--- config.mk ---
export PLATFORM = sky130hd
export DESIGN_NAME = rip_route_table_engine
export DESIGN_NICKNAME = d
export VERILOG_FILES = /design/src/rtl/rrte_pkg.sv /design/src/rtl/rrte_ctrl.sv /design/src/rtl/rrte_dp.sv /design/src/rtl/rip_route_table_engine.sv
export SDC_FILE = /design/constraint.sdc
export NUM_CORES = 2
export LEC_CHECK = 0
export BUFFER_PORTS_ARGS = -buffer_cell sky130_fd_sc_hd__buf_2
export CORE_MARGIN = 2
export CORE_UTILIZATION = 25
export CTS_CLUSTER_SIZE = 24
export DETAILED_ROUTE_END_ITERATION = 7
export GPL_TIMING_DRIVEN = 0
export PLACE_DENSITY = 0.41
export SLEW_MARGIN = 40
export SYNTH_ARGS = -nofsm -noshare
export SYNTH_HDL_FRONTEND = slang
export SYNTH_MEMORY_MAX_BITS = 65536
export SYNTH_SLANG_ARGS = --single-unit
--- constraint.sdc ---
create_clock -name clk_i -period 9.7 [get_ports clk_i]
set_clock_uncertainty 0.15 [all_clocks]
set_input_delay 0 -clock clk_i [delete_from_list [all_inputs] [get_ports clk_i]]
set_output_delay 0 -clock clk_i [all_outputs]
set_load 0.005 [all_outputs]
--- src/rtl/rrte_pkg.sv ---
`timescale 1ns / 1ps
// ----------------------------------------------------------------------------
// RIP route table engine package
// Shared types, codes and defaults for the route table engine.
// ----------------------------------------------------------------------------
package rrte_pkg;

  localparam int TableDepthDef = 32;
  localparam int IfaceCountDef = 4;

  localparam logic [4:0]  InfinityReset = 5'd16;
  localparam logic [15:0] ExpireReset   = 16'd20;

  typedef enum logic [2:0] {
    OP_RIP    = 3'd0,
    OP_ADD    = 3'd1,
    OP_DOWN   = 3'd2,
    OP_UP     = 3'd3,
    OP_TICK   = 3'd4,
    OP_SWEEP  = 3'd5
  } op_e;

  typedef enum logic [1:0] {
    ST_CHANGED  = 2'd0,
    ST_NOCHANGE = 2'd1,
    ST_FULL     = 2'd2,
    ST_NOMATCH  = 2'd3
  } status_e;

  typedef enum logic {
    CFG_INFINITY = 1'b0,
    CFG_EXPIRE   = 1'b1
  } cfg_e;

  typedef enum logic [2:0] {
    S_IDLE,
    S_START,
    S_SCAN,
    S_APPEND,
    S_RESP
  } state_e;

  typedef struct packed {
    logic [31:0] dest;
    logic [31:0] mask;
    logic [31:0] gw;
    logic [1:0]  iface;
    logic [4:0]  cost;
    logic [31:0] stamp;
  } entry_t;

  typedef struct packed {
    logic load;
    logic start;
    logic scan;
    logic append;
    logic emit;
  } cmd_t;

  typedef struct packed {
    logic go_scan;
    logic go_append;
    logic scan_done;
    logic need_append;
    logic out_free;
  } stat_t;

endpackage

--- src/rtl/rrte_ctrl.sv ---
`timescale 1ns / 1ps
// ----------------------------------------------------------------------------
// RIP route table engine controller
// Sequences accept, table scan, append and result hand-off.
// ----------------------------------------------------------------------------
module rrte_ctrl (
  input  logic            clk_i,
  input  logic            rst_ni,
  input  logic            in_valid_i,
  output logic            in_ready_o,
  input  rrte_pkg::stat_t stat_i,
  output rrte_pkg::cmd_t  cmd_o
);

  rrte_pkg::state_e state_q, state_d;

  always_ff @(posedge clk_i or negedge rst_ni) begin
    if (!rst_ni) begin
      state_q <= rrte_pkg::S_IDLE;
    end else begin
      state_q <= state_d;
    end
  end

  always_comb begin
    state_d = state_q;
    unique case (state_q)
      rrte_pkg::S_IDLE: begin
        if (in_valid_i) state_d = rrte_pkg::S_START;
      end
      rrte_pkg::S_START: begin
        if (stat_i.go_scan) state_d = rrte_pkg::S_SCAN;
        else if (stat_i.go_append) state_d = rrte_pkg::S_APPEND;
        else state_d = rrte_pkg::S_RESP;
      end
      rrte_pkg::S_SCAN: begin
        if (stat_i.scan_done) begin
          state_d = stat_i.need_append ? rrte_pkg::S_APPEND : rrte_pkg::S_RESP;
        end
      end
      rrte_pkg::S_APPEND: state_d = rrte_pkg::S_RESP;
      rrte_pkg::S_RESP: begin
        if (stat_i.out_free) state_d = rrte_pkg::S_IDLE;
      end
      default: state_d = rrte_pkg::S_IDLE;
    endcase
  end

  always_comb begin
    cmd_o      = '0;
    in_ready_o = 1'b0;
    unique case (state_q)
      rrte_pkg::S_IDLE: begin
        in_ready_o = 1'b1;
        cmd_o.load = in_valid_i;
      end
      rrte_pkg::S_START:  cmd_o.start  = 1'b1;
      rrte_pkg::S_SCAN:   cmd_o.scan   = 1'b1;
      rrte_pkg::S_APPEND: cmd_o.append = 1'b1;
      rrte_pkg::S_RESP:   cmd_o.emit   = stat_i.out_free;
      default: cmd_o = '0;
    endcase
  end

endmodule

--- src/rtl/rrte_dp.sv ---
`timescale 1ns / 1ps
// ----------------------------------------------------------------------------
// RIP route table engine datapath
// Route memory, slot evaluation, counters, config and result registers.
// ----------------------------------------------------------------------------
module rrte_dp #(
  parameter int TABLE_DEPTH = rrte_pkg::TableDepthDef,
  parameter int IFACE_COUNT = rrte_pkg::IfaceCountDef
) (
  input  logic            clk_i,
  input  logic            rst_ni,
  input  logic            cfg_we_i,
  input  logic            cfg_idx_i,
  input  logic [15:0]     cfg_wdata_i,
  input  logic [2:0]      opcode_i,
  input  logic [31:0]     route_address_i,
  input  logic [31:0]     route_mask_i,
  input  logic [31:0]     next_hop_ip_i,
  input  logic [31:0]     route_metric_i,
  input  logic [1:0]      iface_index_i,
  input  logic            last_of_packet_i,
  input  logic            out_ready_i,
  output logic            out_valid_o,
  output logic [1:0]      status_o,
  output logic            route_changed_o,
  output logic            send_update_o,
  output logic [5:0]      route_count_o,
  input  rrte_pkg::cmd_t  cmd_i,
  output rrte_pkg::stat_t stat_o
);

  localparam int IDX_W = $clog2(TABLE_DEPTH);
  localparam int CNT_W = $clog2(TABLE_DEPTH + 1);
  localparam logic [CNT_W-1:0] DepthCnt = CNT_W'(TABLE_DEPTH);

  // item
  logic [2:0]  op_q;
  logic [31:0] addr_q, mask_q, hop_q, metric_q;
  logic [1:0]  ifc_q;
  logic        last_q;

  // config and global state
  logic [4:0]       inf_q;
  logic [15:0]      exp_q;
  logic [CNT_W-1:0] used_q;
  logic [31:0]      now_q;
  logic             dirty_q;

  // scan state
  logic [CNT_W-1:0] rd_idx_q;
  logic [IDX_W-1:0] ev_idx_q;
  logic             pend_q;
  logic             found_q, any_q, changed_q, full_q;
  rrte_pkg::entry_t rdata_q;
  rrte_pkg::entry_t mem [TABLE_DEPTH];

  // result
  logic       out_valid_q;
  logic [1:0] status_q;
  logic       chg_out_q, send_q;
  logic [5:0] count_q;

  logic        ifc_ok, metric_inf, has_room;
  logic [4:0]  new_m, add_m, one_m;
  logic [31:0] net, key, age;
  logic        match, stop, issue;
  logic        ev_hit, ev_any, ev_chg, ev_we;
  rrte_pkg::entry_t ev_entry, wdata;
  logic             we;
  logic [IDX_W-1:0] waddr;
  logic [1:0]       status_d;
  logic             dirty_d, send_d;

  assign ifc_ok     = (32'(ifc_q) < IFACE_COUNT);
  assign metric_inf = (metric_q == {27'd0, inf_q});
  assign new_m      = (metric_q >= {27'd0, inf_q}) ? inf_q : metric_q[4:0] + 5'd1;
  assign add_m      = (metric_q > {27'd0, inf_q}) ? inf_q : metric_q[4:0];
  assign one_m      = (inf_q == 5'd0) ? 5'd0 : 5'd1;
  assign net        = addr_q & mask_q;
  assign key        = (op_q == rrte_pkg::OP_UP) ? net : addr_q;
  assign match      = (rdata_q.dest == key);
  assign age        = now_q - rdata_q.stamp;
  assign has_room   = (used_q < DepthCnt);

  // evaluate the slot whose read data just arrived
  always_comb begin
    ev_entry = rdata_q;
    ev_hit   = 1'b0;
    ev_any   = 1'b0;
    ev_chg   = 1'b0;
    ev_we    = 1'b0;
    if (pend_q) begin
      case (op_q)
        rrte_pkg::OP_RIP: begin
          if (match) begin
            ev_hit = 1'b1;
            if (rdata_q.cost == inf_q ||
                (hop_q != rdata_q.gw &&
                 (rdata_q.cost > new_m || (rdata_q.cost == 5'd0 && rdata_q.gw != 32'd0)))) begin
              ev_entry.gw    = hop_q;
              ev_entry.mask  = mask_q;
              ev_entry.iface = ifc_q;
              ev_entry.cost  = new_m;
              ev_entry.stamp = now_q;
              ev_chg = 1'b1;
              ev_we  = 1'b1;
            end else if (hop_q == rdata_q.gw) begin
              if (rdata_q.cost > new_m) begin
                ev_entry.cost = new_m;
                ev_chg = 1'b1;
              end
              ev_entry.stamp = now_q;
              ev_we = 1'b1;
            end
          end
        end
        rrte_pkg::OP_DOWN: begin
          if (rdata_q.iface == ifc_q) begin
            ev_any = 1'b1;
            if (rdata_q.cost != inf_q) begin
              ev_entry.cost = inf_q;
              ev_chg = 1'b1;
              ev_we  = 1'b1;
            end
          end
        end
        rrte_pkg::OP_UP: begin
          if (match) begin
            ev_hit = 1'b1;
            ev_entry.stamp = now_q;
            ev_we = 1'b1;
          end
        end
        rrte_pkg::OP_SWEEP: begin
          if (age >= {16'd0, exp_q} && rdata_q.cost != inf_q) begin
            ev_entry.cost = inf_q;
            ev_chg = 1'b1;
            ev_we  = 1'b1;
          end
        end
        default: ev_we = 1'b0;
      endcase
    end
  end

  // first match ends the search for rip entries and interface up
  assign stop  = ev_hit;
  assign issue = cmd_i.scan && !stop && (rd_idx_q < used_q);

  assign stat_o.go_scan = ((op_q == rrte_pkg::OP_RIP) && ifc_ok && !metric_inf) ||
                          ((op_q == rrte_pkg::OP_DOWN || op_q == rrte_pkg::OP_UP) && ifc_ok) ||
                          (op_q == rrte_pkg::OP_SWEEP);
  assign stat_o.go_append   = (op_q == rrte_pkg::OP_ADD) && ifc_ok;
  assign stat_o.scan_done   = stop || (!pend_q && rd_idx_q >= used_q);
  assign stat_o.need_append = (op_q == rrte_pkg::OP_UP) && !(found_q || stop);
  assign stat_o.out_free    = !out_valid_q || out_ready_i;

  // single write port: slot update during scan, or append
  always_comb begin
    we    = 1'b0;
    waddr = ev_idx_q;
    wdata = ev_entry;
    if (cmd_i.append) begin
      we    = has_room;
      waddr = used_q[IDX_W-1:0];
      if (op_q == rrte_pkg::OP_ADD) begin
        wdata = '{dest: addr_q, mask: mask_q, gw: hop_q, iface: ifc_q,
                  cost: add_m, stamp: now_q};
      end else begin
        wdata = '{dest: net, mask: mask_q, gw: 32'd0, iface: ifc_q,
                  cost: one_m, stamp: now_q};
      end
    end else if (cmd_i.scan) begin
      we = ev_we;
    end
  end

  always_ff @(posedge clk_i) begin
    if (we) mem[waddr] <= wdata;
    rdata_q <= mem[rd_idx_q[IDX_W-1:0]];
  end

  always_ff @(posedge clk_i) begin
    if (cmd_i.load) begin
      op_q     <= opcode_i;
      addr_q   <= route_address_i;
      mask_q   <= route_mask_i;
      hop_q    <= next_hop_ip_i;
      metric_q <= route_metric_i;
      ifc_q    <= iface_index_i;
      last_q   <= last_of_packet_i;
    end
    if (issue) ev_idx_q <= rd_idx_q[IDX_W-1:0];
  end

  always_comb begin
    status_d = rrte_pkg::ST_NOCHANGE;
    case (op_q)
      rrte_pkg::OP_RIP: begin
        if (ifc_ok && !metric_inf) begin
          if (!found_q) status_d = rrte_pkg::ST_NOMATCH;
          else if (changed_q) status_d = rrte_pkg::ST_CHANGED;
        end
      end
      rrte_pkg::OP_ADD: begin
        if (ifc_ok) status_d = full_q ? rrte_pkg::ST_FULL : rrte_pkg::ST_CHANGED;
      end
      rrte_pkg::OP_DOWN: begin
        if (ifc_ok) begin
          if (!any_q) status_d = rrte_pkg::ST_NOMATCH;
          else if (changed_q) status_d = rrte_pkg::ST_CHANGED;
        end
      end
      rrte_pkg::OP_UP: begin
        if (ifc_ok && !found_q) status_d = full_q ? rrte_pkg::ST_FULL : rrte_pkg::ST_CHANGED;
      end
      rrte_pkg::OP_SWEEP: begin
        if (changed_q) status_d = rrte_pkg::ST_CHANGED;
      end
      default: status_d = rrte_pkg::ST_NOCHANGE;
    endcase
  end

  assign dirty_d = dirty_q || changed_q;
  assign send_d  = (op_q == rrte_pkg::OP_SWEEP) ||
                   ((op_q == rrte_pkg::OP_RIP) && last_q && dirty_d);

  always_ff @(posedge clk_i or negedge rst_ni) begin
    if (!rst_ni) begin
      inf_q       <= rrte_pkg::InfinityReset;
      exp_q       <= rrte_pkg::ExpireReset;
      used_q      <= '0;
      now_q       <= '0;
      dirty_q     <= 1'b0;
      rd_idx_q    <= '0;
      pend_q      <= 1'b0;
      found_q     <= 1'b0;
      any_q       <= 1'b0;
      changed_q   <= 1'b0;
      full_q      <= 1'b0;
      out_valid_q <= 1'b0;
    end else begin
      if (cfg_we_i) begin
        unique case (cfg_idx_i)
          rrte_pkg::CFG_INFINITY: inf_q <= cfg_wdata_i[4:0];
          rrte_pkg::CFG_EXPIRE:   exp_q <= cfg_wdata_i;
          default: inf_q <= inf_q;
        endcase
      end
      if (cmd_i.start) begin
        rd_idx_q  <= '0;
        pend_q    <= 1'b0;
        found_q   <= 1'b0;
        any_q     <= 1'b0;
        changed_q <= 1'b0;
        full_q    <= 1'b0;
      end
      if (cmd_i.scan) begin
        pend_q <= issue;
        if (issue) rd_idx_q <= rd_idx_q + 1'b1;
        found_q   <= found_q | ev_hit;
        any_q     <= any_q | ev_any;
        changed_q <= changed_q | ev_chg;
      end
      if (cmd_i.append) begin
        full_q    <= !has_room;
        changed_q <= has_room;
        if (has_room) used_q <= used_q + 1'b1;
      end
      if (cmd_i.emit) begin
        out_valid_q <= 1'b1;
        if (op_q == rrte_pkg::OP_TICK) now_q <= now_q + 32'd1;
        if (op_q == rrte_pkg::OP_RIP) dirty_q <= last_q ? 1'b0 : dirty_d;
      end else if (out_ready_i) begin
        out_valid_q <= 1'b0;
      end
    end
  end

  always_ff @(posedge clk_i) begin
    if (cmd_i.emit) begin
      status_q  <= status_d;
      chg_out_q <= changed_q;
      send_q    <= send_d;
      count_q   <= 6'(used_q);
    end
  end

  assign out_valid_o     = out_valid_q;
  assign status_o        = status_q;
  assign route_changed_o = chg_out_q;
  assign send_update_o   = send_q;
  assign route_count_o   = count_q;

endmodule

--- src/rtl/rip_route_table_engine.sv ---
`timescale 1ns / 1ps
// ----------------------------------------------------------------------------
// RIP route table engine
// Distance-vector route table with append, poison, refresh and aging.
// ----------------------------------------------------------------------------
// One item is handled at a time. Tick, unused opcodes, rip entries at
// infinity and items on a bad interface go from accept straight to the result;
// add route goes through an append step first. Rip entry, interface down/up
// and sweep walk the table one slot per cycle through the route memory, which
// has one read and one write port, and interface up appends when no slot
// matched; a rip entry or interface up stops the walk at its first match.
// A result waits in an output register until the receiver takes it; the engine
// is ready for the next item in the cycle after the result is loaded into it.
module rip_route_table_engine #(
  parameter int TABLE_DEPTH = rrte_pkg::TableDepthDef,
  parameter int IFACE_COUNT = rrte_pkg::IfaceCountDef
) (
  input  logic        clk_i,
  input  logic        rst_ni,
  input  logic        cfg_we_i,
  input  logic        cfg_idx_i,
  input  logic [15:0] cfg_wdata_i,
  input  logic        in_valid_i,
  output logic        in_ready_o,
  input  logic [2:0]  opcode_i,
  input  logic [31:0] route_address_i,
  input  logic [31:0] route_mask_i,
  input  logic [31:0] next_hop_ip_i,
  input  logic [31:0] route_metric_i,
  input  logic [1:0]  iface_index_i,
  input  logic        last_of_packet_i,
  output logic        out_valid_o,
  input  logic        out_ready_i,
  output logic [1:0]  status_o,
  output logic        route_changed_o,
  output logic        send_update_o,
  output logic [5:0]  route_count_o
);

  rrte_pkg::cmd_t  cmd;
  rrte_pkg::stat_t stat;

  rrte_ctrl u_ctrl (
    .clk_i      (clk_i),
    .rst_ni     (rst_ni),
    .in_valid_i (in_valid_i),
    .in_ready_o (in_ready_o),
    .stat_i     (stat),
    .cmd_o      (cmd)
  );

  rrte_dp #(
    .TABLE_DEPTH (TABLE_DEPTH),
    .IFACE_COUNT (IFACE_COUNT)
  ) u_dp (
    .clk_i            (clk_i),
    .rst_ni           (rst_ni),
    .cfg_we_i         (cfg_we_i),
    .cfg_idx_i        (cfg_idx_i),
    .cfg_wdata_i      (cfg_wdata_i),
    .opcode_i         (opcode_i),
    .route_address_i  (route_address_i),
    .route_mask_i     (route_mask_i),
    .next_hop_ip_i    (next_hop_ip_i),
    .route_metric_i   (route_metric_i),
    .iface_index_i    (iface_index_i),
    .last_of_packet_i (last_of_packet_i),
    .out_ready_i      (out_ready_i),
    .out_valid_o      (out_valid_o),
    .status_o         (status_o),
    .route_changed_o  (route_changed_o),
    .send_update_o    (send_update_o),
    .route_count_o    (route_count_o),
    .cmd_i            (cmd),
    .stat_o           (stat)
  );

`ifndef NO_ASSERTIONS
  // busy right after an accepted beat
  a_busy_after_accept: assert property (@(posedge clk_i) disable iff (!rst_ni)
    in_valid_i && in_ready_o |=> !in_ready_o)
    else $error("engine ready again right after accept");

  // a changed route always reports the changed status
  a_changed_status: assert property (@(posedge clk_i) disable iff (!rst_ni)
    out_valid_o && route_changed_o |-> status_o == rrte_pkg::ST_CHANGED)
    else $error("route_changed without changed status");

  // the route count only holds or grows by one
  a_count_step: assert property (@(posedge clk_i) disable iff (!rst_ni)
    out_valid_o && $past(out_valid_o) && $past(rst_ni) |->
      route_count_o == $past(route_count_o) ||
      route_count_o == 6'($past(route_count_o) + 6'd1))
    else $error("route count jumped");
`endif

endmodule

### After elaboration in Yosys (flattened, before gate mapping)

Memories as Yosys holds them, arrays and structs flattened. A register that Yosys moved wholly into a read port is not among the register bits.
Cells that the tools add are included.

| storage, ports and cells | value |
|---|---|
| register bits after elaboration | 224 |
| latch bits | 0 |
| bits in writable memories | 4,320 |
| bits in read-only memories | 0 |
| input bits | 156 |
| output and inout bits | 12 |
| word-level logic and storage cells | 181 |
| memories kept | 1 |

| cells by class | value |
|---|---|
| add/subtract/negate cells | 5 |
| $mul | 0 |
| div/mod/pow operators | 0 |
| $lt $le $gt $ge | 7 |
| eq/ne operators | 19 |
| shift-type cells | 0 |
| mux-type cells | 77 |
| bitwise operators | 5 |
| reductions and logical operators | 42 |

Memory list:

| name | words | bits a word | rd ports | clocked after Yosys merged registers in | wr ports | line | RTL |
|---|---|---|---|---|---|---|---|
| u_dp.mem | 32 | 135 | 1 | 1 | 1 | rrte_dp.sv:55 | `rrte_pkg::entry_t mem [TABLE_DEPTH];` |

Operators with widths:

| kind | count |
|---|---|
| $mux 135 | 2 |
| $mux 103 | 2 |
| $mux 66 | 2 |
| $mux 37 | 2 |
| $eq 32x32->1 | 2 |
| $mux 32 | 2 |
| $pmux 32 s2 | 1 |
| $mux 1 | 40 |
| $mux 5 | 7 |
| $add 32x1->32 const B | 1 |
| $and 32x32->32 | 1 |
| $eq 32x5->1 | 1 |
| $ge 32x16->1 | 1 |
| $ge 32x5->1 | 1 |
| $gt 32x5->1 | 1 |
| $ne 32x32->1 | 1 |
| $reduce_bool 32->1 | 1 |
| $sub 32x32->32 | 1 |
| $mux 3 | 6 |
| $mux 6 | 3 |
| $pmux 3 s5 | 1 |
| $pmux 5 s3 | 1 |
| $add 6x1->6 const B | 2 |
| $eq 3x2->1 const B | 4 |
| 28 further kinds | 69 |

### Logic depth before layout (Yosys ltp)

| logic depth | value |
|---|---|
| word-level depth | 14 |
| gate-level depth with buffers | 22 |
| depth with buffers taken out | 20 |

### By module

Synthesis repeated with hierarchy kept, for this count alone.

| second synthesis, totals | value |
|---|---|
| cell total of the unflattened synthesis | 6,313 |
| area total of the unflattened synthesis | 141,221.7 µm² |

Modules (own cells, without submodules):

| module | times used | cells an instance | area each (µm²) | seq. area each (µm²) |
|---|---|---|---|---|
| rrte_dp | 1 | 6,286 | 140,982.7 | 107,316.7 |
| rrte_ctrl | 1 | 27 | 239.0 | 75.1 |

### Worst setup path after synthesis

Ideal clock, no wire load.

| timing path | value |
|---|---|
| path type | register to register |
| start point | register u_dp.inf_q[1] |
| end point | memory u_dp.mem[16][0] (netlist name) (enable) |
| library setup time | 0.474 ns |
| arrival | 5.960 ns |
| data required time | 9.076 ns |
| setup slack | 3.117 ns |
| stages on the path, launching flop included | 22 |
| path buffers | 1 |
| period minus slack after synthesis | 6.583 ns |
| cells stage by stage | dfrtp_1 -> inv_1 -> ha_1 -> nor2b_1 -> o21a_1 -> nor3_1 -> o21ai_0 -> or3_1 -> clkbuf_1 -> mux2_2 -> inv_1 -> ha_1 -> nor2b_1 -> o21ai_0 -> nand2b_1 -> a211oi_1 -> o21ai_0 -> nor3_1 -> o21ai_0 -> nand2_1 -> a31oi_4 -> and2_1 |

| on the way | value |
|---|---|
| word-level cells in the longest chain between the ends | 14 |
| elaborated cells on any way between the ends | 20 |
| classes of those cells | order compare: 2; eq/ne: 2; mux: 12; reduce/logical: 4 |

RTL lines:

| element | line | RTL |
|---|---|---|
| from (decl) | rrte_dp.sv:43 | `logic [4:0] inf_q;` |
| from (signal assigned) | rrte_dp.sv:230 | `inf_q <= rrte_pkg::InfinityReset;` |
| from (signal assigned) | rrte_dp.sv:245 | `rrte_pkg::CFG_INFINITY: inf_q <= cfg_wdata_i[4:0];` |
| from (signal assigned) | rrte_dp.sv:247 | `default: inf_q <= inf_q;` |
| $ge 32x5->1 | rrte_dp.sv:76 | `assign new_m = (metric_q >= {27'd0, inf_q}) ? inf_q : metric_q[4:0] + 5'd1;` |
| $mux 5 | rrte_dp.sv:76 |  |
| $gt 5x5->1 | rrte_dp.sv:99 | `(rdata_q.cost > new_m \|\| (rdata_q.cost == 5'd0 && rdata_q.gw != 32'd0)))) begin` |
| $logic_or 1x1->1 | rrte_dp.sv:99 |  |
| $logic_and 1x1->1 | rrte_dp.sv:98 | `(hop_q != rdata_q.gw &&` |
| $logic_or 1x1->1 | rrte_dp.sv:97 | `if (rdata_q.cost == inf_q \|\|` |
| $mux 1 | rrte_dp.sv:97 |  |
| $mux 1 | rrte_dp.sv:95 | `if (match) begin` |
| $pmux 1 s4 (*) | rrte_dp.sv:93 | `case (op_q)` |
| $mux 1 (*) | rrte_dp.sv:92 | `if (pend_q) begin` |
| $mux 1 (*) | rrte_dp.sv:173 | `end else if (cmd_i.scan) begin` |
| $mux 1 (*) | rrte_dp.sv:163 | `if (cmd_i.append) begin` |
| $mux 1 (*) | rrte_dp.sv:179 | `if (we) mem[waddr] <= wdata;` |
| $mux 1 (not written as such) (*) | rrte_dp.sv:179 |  |
| to (decl) | rrte_dp.sv:55 |  |

Every way passes the cells marked *; elsewhere a longest branch is shown, timed or not.

### Worst setup path after layout

| timing path | value |
|---|---|
| start point | register u_dp.now_q[3] |
| end point | memory u_dp.mem[21][67] (netlist name) (enable) |

| on the way | value |
|---|---|
| word-level cells in the longest chain between the ends | 10 |

RTL lines:

| element | line | RTL |
|---|---|---|
| from (decl) | rrte_dp.sv:46 | `logic [31:0] now_q;` |
| from (signal assigned) | rrte_dp.sv:272 | `if (op_q == rrte_pkg::OP_TICK) now_q <= now_q + 32'd1;` |
| $sub 32x32->32 | rrte_dp.sv:82 | `assign age = now_q - rdata_q.stamp;` |
| $ge 32x16->1 | rrte_dp.sv:135 | `if (age >= {16'd0, exp_q} && rdata_q.cost != inf_q) begin` |
| $logic_and 1x1->1 | rrte_dp.sv:135 |  |
| $mux 1 | rrte_dp.sv:135 |  |
| $pmux 1 s4 | rrte_dp.sv:93 |  |
| $mux 1 | rrte_dp.sv:92 |  |
| $mux 1 | rrte_dp.sv:173 |  |
| $mux 1 | rrte_dp.sv:163 |  |
| $mux 1 | rrte_dp.sv:179 |  |
| $mux 1 (not written as such) | rrte_dp.sv:179 |  |

No other way between the ends.

==> impl_metrics.prom <==
# TYPE chip_impl_metric gauge
chip_impl_info{name="status",value="finished, final reports clean"} 1
chip_impl_metric{name="clkLatencyLatePin",unit="ns"} 1.01
chip_impl_metric{name="grt_first_pass_wirelength",unit="um"} 628000
chip_impl_info{name="clock_tree_from_tritoncts",value="done"} 1
chip_impl_metric{name="timing.final.hold_violations",unit=""} 0
chip_impl_metric{name="p_leak",unit="nW"} 54.1
chip_impl_metric{name="powerDensity",unit="nW/um^2"} 263
chip_impl_info{name="synth.most_common_cell",value="sky130_fd_sc_hd__edfxtp_1"} 1
chip_impl_metric{name="synth.lib_cells_used.distinct",unit=""} 81
chip_impl_metric{name="wirelength",unit="um"} 463000
chip_impl_metric{name="ctsResizeCount",unit=""} 0
chip_impl_metric{name="synthesis.area_per_instance",unit="sq um"} 22.5
chip_impl_metric{name="worstPathArrival",unit="ns"} 7.70
chip_impl_metric{name="globalRoute.totalOverflow",unit=""} 0
chip_impl_metric{name="dpl.cell_count",unit=""} 14170
chip_impl_info{name="ctsRootBufferMaster",value="sky130_fd_sc_hd__clkbuf_16"} 1
chip_impl_metric{name="ios",unit=""} 168
chip_impl_info{name="critPathKind",value="register to register"} 1
chip_impl_metric{name="die-height",unit="um"} 755
chip_impl_metric{name="maximum_vdd_drop",unit="mV"} 0.155
chip_impl_metric{name="number_of_enable_type_register_cells_in_the_synthesized_netlist",unit=""} 3445
chip_impl_metric{name="grt_start_max_net_pins",unit=""} 51
chip_impl_metric{name="global_routing_usage_summed_across_all_routing_layers",unit="%"} 15.8
chip_impl_metric{name="areaGrowthSynthToFinish",unit="%"} 23.2
chip_impl_metric{name="synth-seq-area-share",unit="%"} 76.1
chip_impl_metric{name="netlist_instances",unit=""} 6266
chip_impl_metric{name="worst_setup_hold_path_clk_slew",unit="ns"} 0.06
chip_impl_info{name="worstSetupEndpoint",value="u_dp.mem[21][67]$_DFFE_PP_"} 1
chip_impl_info{name="reg2reg_from",value="u_dp.now_q[3]$_DFFE_PN0P_"} 1
chip_impl_metric{name="gp_routability_congestion",unit=""} 0.767
chip_impl_info{name="hold_class",value="input pin to register"} 1
chip_impl_metric{name="layout_fillers",unit=""} 53915
chip_impl_metric{name="relSlewSlack",unit="%"} 41.5
chip_impl_metric{name="die_area",unit="sq um"} 571000
chip_impl_metric{name="yosys.area.top_type_share",unit="%"} 73.3
chip_impl_metric{name="final_net_count",unit=""} 7641
chip_impl_info{name="setup_repair_after_global_routing_missed_its_margin",value="false"} 1
chip_impl_metric{name="cell_count_final_fillers_out",unit=""} 15235
chip_impl_metric{name="firstDrtPassIters",unit=""} 8
chip_impl_metric{name="cts_sinks",unit=""} 3623
chip_impl_metric{name="drt_first_iter_violations",unit=""} 7424
chip_impl_metric{name="total_number_of_vias",unit=""} 71469
chip_impl_metric{name="post-cts-setup-buffer-count",unit=""} 0
chip_impl_metric{name="synth-warning-count",unit=""} 0
chip_impl_metric{name="multi_input_area",unit="sq um"} 32800
chip_impl_metric{name="register_area",unit="sq um"} 107000
chip_impl_metric{name="final_area",unit="sq um"} 174000
chip_impl_metric{name="cts_buffer_depth",unit=""} 4
chip_impl_info{name="synth.top_cells.by_area",value="sky130_fd_sc_hd__edfxtp_1 (73%), sky130_fd_sc_hd__mux4_2 (16%), sky130_fd_sc_hd__dfxtp_1 (1.5%), sky130_fd_sc_hd__dfrtp_1 (1.3%), sky130_fd_sc_hd__mux2_2 (1.2%)"} 1
chip_impl_metric{name="initial_antenna_violation_count",unit=""} 39
chip_impl_metric{name="synth.cell_area",unit="sq um"} 141000
chip_impl_metric{name="finish.utilization",unit="%"} 31.0
chip_impl_metric{name="timing.final.crit_share",unit="%"} 73.5
chip_impl_metric{name="vias_per_cell",unit=""} 4.69
chip_impl_metric{name="initial_core_util",unit="%"} 25.1
chip_impl_metric{name="nets_in_the_synthesized_netlist",unit=""} 6490
chip_impl_metric{name="crit_required",unit="ns"} 10.27
chip_impl_metric{name="htree_levels",unit=""} 5
chip_impl_info{name="worst_setup_sp",value="u_dp.now_q[3]$_DFFE_PN0P_"} 1
chip_impl_metric{name="coreArea",unit="sq um"} 562000
chip_impl_metric{name="first_global_vias",unit=""} 74002
chip_impl_info{name="crit_path_start_kind",value="register"} 1
chip_impl_metric{name="number_of_max_slew_violations_in_the_final_report",unit=""} 0
chip_impl_metric{name="fraction_of_synthesis_flops_using_an_asynchronous_set_or_reset_pin",unit="%"} 2.07
chip_impl_metric{name="post_dp_cell_area",unit="sq um"} 158000
chip_impl_metric{name="worst-slew-pin-transition",unit="ns"} 0.877
chip_impl_metric{name="share_of_layout_cells_above_drive_strength_1",unit="%"} 33.8
chip_impl_metric{name="route.detailed.drc",unit=""} 0
chip_impl_metric{name="crit_fanout",unit=""} 16
chip_impl_info{name="synth_ff_type",value="sky130_fd_sc_hd__edfxtp_1"} 1
chip_impl_metric{name="fp-row-count",unit=""} 275
chip_impl_metric{name="cts_hold_buffers",unit=""} 333
chip_impl_info{name="synth_largest_area_cell",value="sky130_fd_sc_hd__edfxtp_1"} 1
chip_impl_info{name="synth_common_cells",value="sky130_fd_sc_hd__edfxtp_1 (3445), sky130_fd_sc_hd__mux4_2 (1030), sky130_fd_sc_hd__clkbuf_1 (187)"} 1
chip_impl_metric{name="worstRegToRegCells",unit=""} 23
chip_impl_metric{name="max_clock_freq",unit="GHz"} 0.140
chip_impl_metric{name="wl_per_instance",unit="um"} 30.4
chip_impl_metric{name="final-setup-viol-count",unit=""} 0
chip_impl_info{name="worstReg2RegEnd",value="u_dp.mem[21][67]$_DFFE_PP_"} 1
chip_impl_metric{name="cts_inserted_buffers",unit=""} 391
chip_impl_metric{name="fp.dieW",unit="um"} 755
chip_impl_metric{name="r2r_slack",unit="ns"} 2.57
chip_impl_metric{name="drtAntennaViolNets",unit=""} 0
chip_impl_metric{name="synth.ff_latch_count",unit=""} 3623
chip_impl_metric{name="port-buffer-count",unit=""} 167
chip_impl_metric{name="dp.final_hpwl",unit="um"} 308000
chip_impl_metric{name="final_period_minus_worst_setup_slack",unit="ns"} 7.13
chip_impl_info{name="timing.critical_path.to_type",value="register"} 1
chip_impl_metric{name="cap_violations",unit=""} 0
-- cell usage in the layout, fill, tap and decap left out, drive strengths merged, types with 32 or more instances in the layout --
master / count
dlygate4sd3: 332
and2: 38
nand2: 118
a21oi: 49
nor2: 73
nor3: 36
buf: 539
a22o: 32
xor2: 54
nand4: 39
dfxtp: 103
bufinv: 42
clkinv: 155
clkbuf: 686
dfrtp: 72
o21ai: 153
ha: 67
inv: 136
mux4: 1030
mux2: 155
xnor2: 39
edfxtp: 3445
-- stage by stage --
| step | worst slack, ns | hold WS (ns) | setup TNS (ns) | total power, mW |
|---|---|---|---|---|
| after floorplan | 3.12 | -0.446 | 0 | 25.9 |
| after global placement | -3.22 | 0.0304 | -8470.90 | 30.2 |
| after detailed placement | 2.54 | -0.247 | 0 | 30.9 |
| after CTS | 2.54 | 0.000321 | 0 | 46.4 |
| after global routing | 2.08 | 0.0357 | 0 | 47.5 |
| final | 2.57 | 0.0813 | 0 | 45.8 |
-- worst min path at each step --
| stage | start | to | slack (ns) | depth (start not counted) |
|---|---|---|---|---|
| after floorplan | rst_ni | u_ctrl.state_q[0]$_DFFE_PN0P_ | -0.45 | 0 |
| after global placement | route_metric_i[19] | u_dp.metric_q[19]$_DFFE_PP_ | 0.03 | 1 |
| after detailed placement | rst_ni | u_dp.exp_q[12]$_DFFE_PN0P_ | -0.25 | 1 |
| after CTS | next_hop_ip_i[31] | u_dp.hop_q[31]$_DFFE_PP_ | 0.0003 | 3 |
| after global routing | next_hop_ip_i[31] | u_dp.hop_q[31]$_DFFE_PP_ | 0.04 | 3 |
| final | next_hop_ip_i[31] | u_dp.hop_q[31]$_DFFE_PP_ | 0.08 | 3 |
-- logic make-up (layout without fill, tap and decap cells) --
family | after synthesis | in the layout | synth area share (%)
buffers and inverters | 421 | 1903 | 1.17
flip-flops | 3623 | 3623 | 76.1
AND/OR/NAND/NOR | 483 | 483 | 1.96
AO/OA/AOI/OAI | 377 | 377 | 1.82
XOR/XNOR | 93 | 93 | 0.577
adder cells (fa/ha/maj) | 68 | 68 | 0.608
multiplexers | 1201 | 1201 | 17.8
other | 0 | 8 | 0
-- cell type report --
type / instances / area share [%]
clock buffer: 499 / 6.07
sequential: 3623 / 61.8
inverter: 121 / 0.261
antenna: 8 / 0.0115
multi-input combinational: 2222 / 18.9
timing repair buffer: 758 / 5.36
tap: 7479 / 5.38
clock inverter: 225 / 1.40
buffer: 300 / 0.894
-- flip-flops by register name, summed over array words and instances, names as in the netlist, 2 cells and up --
| signal | flops |
|---|---|
| u_dp.now_q | 32 |
| u_ctrl.state_q | 3 |
| u_dp.route_count_o | 6 |
| u_dp.mem | 3296 |
| u_dp.ifc_q | 2 |
| u_dp.mask_q | 32 |
| u_dp.addr_q | 32 |
| u_dp.inf_q | 5 |
| u_dp.ev_entry | 32 |
| u_dp.op_q | 3 |
| u_dp.hop_q | 32 |
| u_dp.metric_q | 32 |
| u_dp.status_o | 2 |
| u_dp.used_q | 6 |
| u_dp.rdata_q | 71 |
| u_dp.rd_idx_q | 6 |
| u_dp.exp_q | 16 |
| u_dp.ev_idx_q | 5 |
-- per-layer routing --
| layer | vias to the layer above | routed length, um | share of wire (%) | global-route usage [%] |
|---|---|---|---|---|
| met5 | - | 0 | 0 | 0 |
| li1 | 28990 | - | - | - |
| met3 | 466 | 25500 | 5.5 | 2.38 |
| met2 | 2198 | 224000 | 48 | 26.4 |
| met4 | 0 | 8430 | 1.8 | 2.87 |
| met1 | 39815 | 205000 | 44 | 22.1 |
-- where the power goes --
group / switching [mW] / leakage, nW / total [mW] / internal [mW]
Clock: 6.41 / 6.34 / 15.2 / 8.83
Combinational: 6.59 / 14.9 / 10.5 / 3.95
Sequential: 0.498 / 32.9 / 20.0 / 19.5
-- critical path: stages, from the launching register on --
cell                        delay (ns)
sky130_fd_sc_hd__dfrtp_1          0.47
sky130_fd_sc_hd__ha_1             0.40
sky130_fd_sc_hd__and2_1           0.22
sky130_fd_sc_hd__a221oi_2         0.52
sky130_fd_sc_hd__nand2_1          0.17
sky130_fd_sc_hd__a21o_2           0.24
sky130_fd_sc_hd__a21oi_1          0.17
sky130_fd_sc_hd__xnor2_1          0.15
sky130_fd_sc_hd__ha_1             0.26
sky130_fd_sc_hd__and2_1           0.15
sky130_fd_sc_hd__a221oi_1         0.25
sky130_fd_sc_hd__o21ai_0          0.21
sky130_fd_sc_hd__a2111oi_0        0.46
sky130_fd_sc_hd__nand4_1          0.21
sky130_fd_sc_hd__nor4_1           0.47
sky130_fd_sc_hd__nand3b_2         0.29
sky130_fd_sc_hd__o21ai_4          0.45
sky130_fd_sc_hd__a31oi_4          0.22
sky130_fd_sc_hd__and2_4           0.32
sky130_fd_sc_hd__buf_12           0.21
sky130_fd_sc_hd__buf_12           0.17
sky130_fd_sc_hd__buf_12           0.18
sky130_fd_sc_hd__buf_12           0.19
sky130_fd_sc_hd__buf_12           0.18
Note: power is estimated with default switching activity, not from simulation.
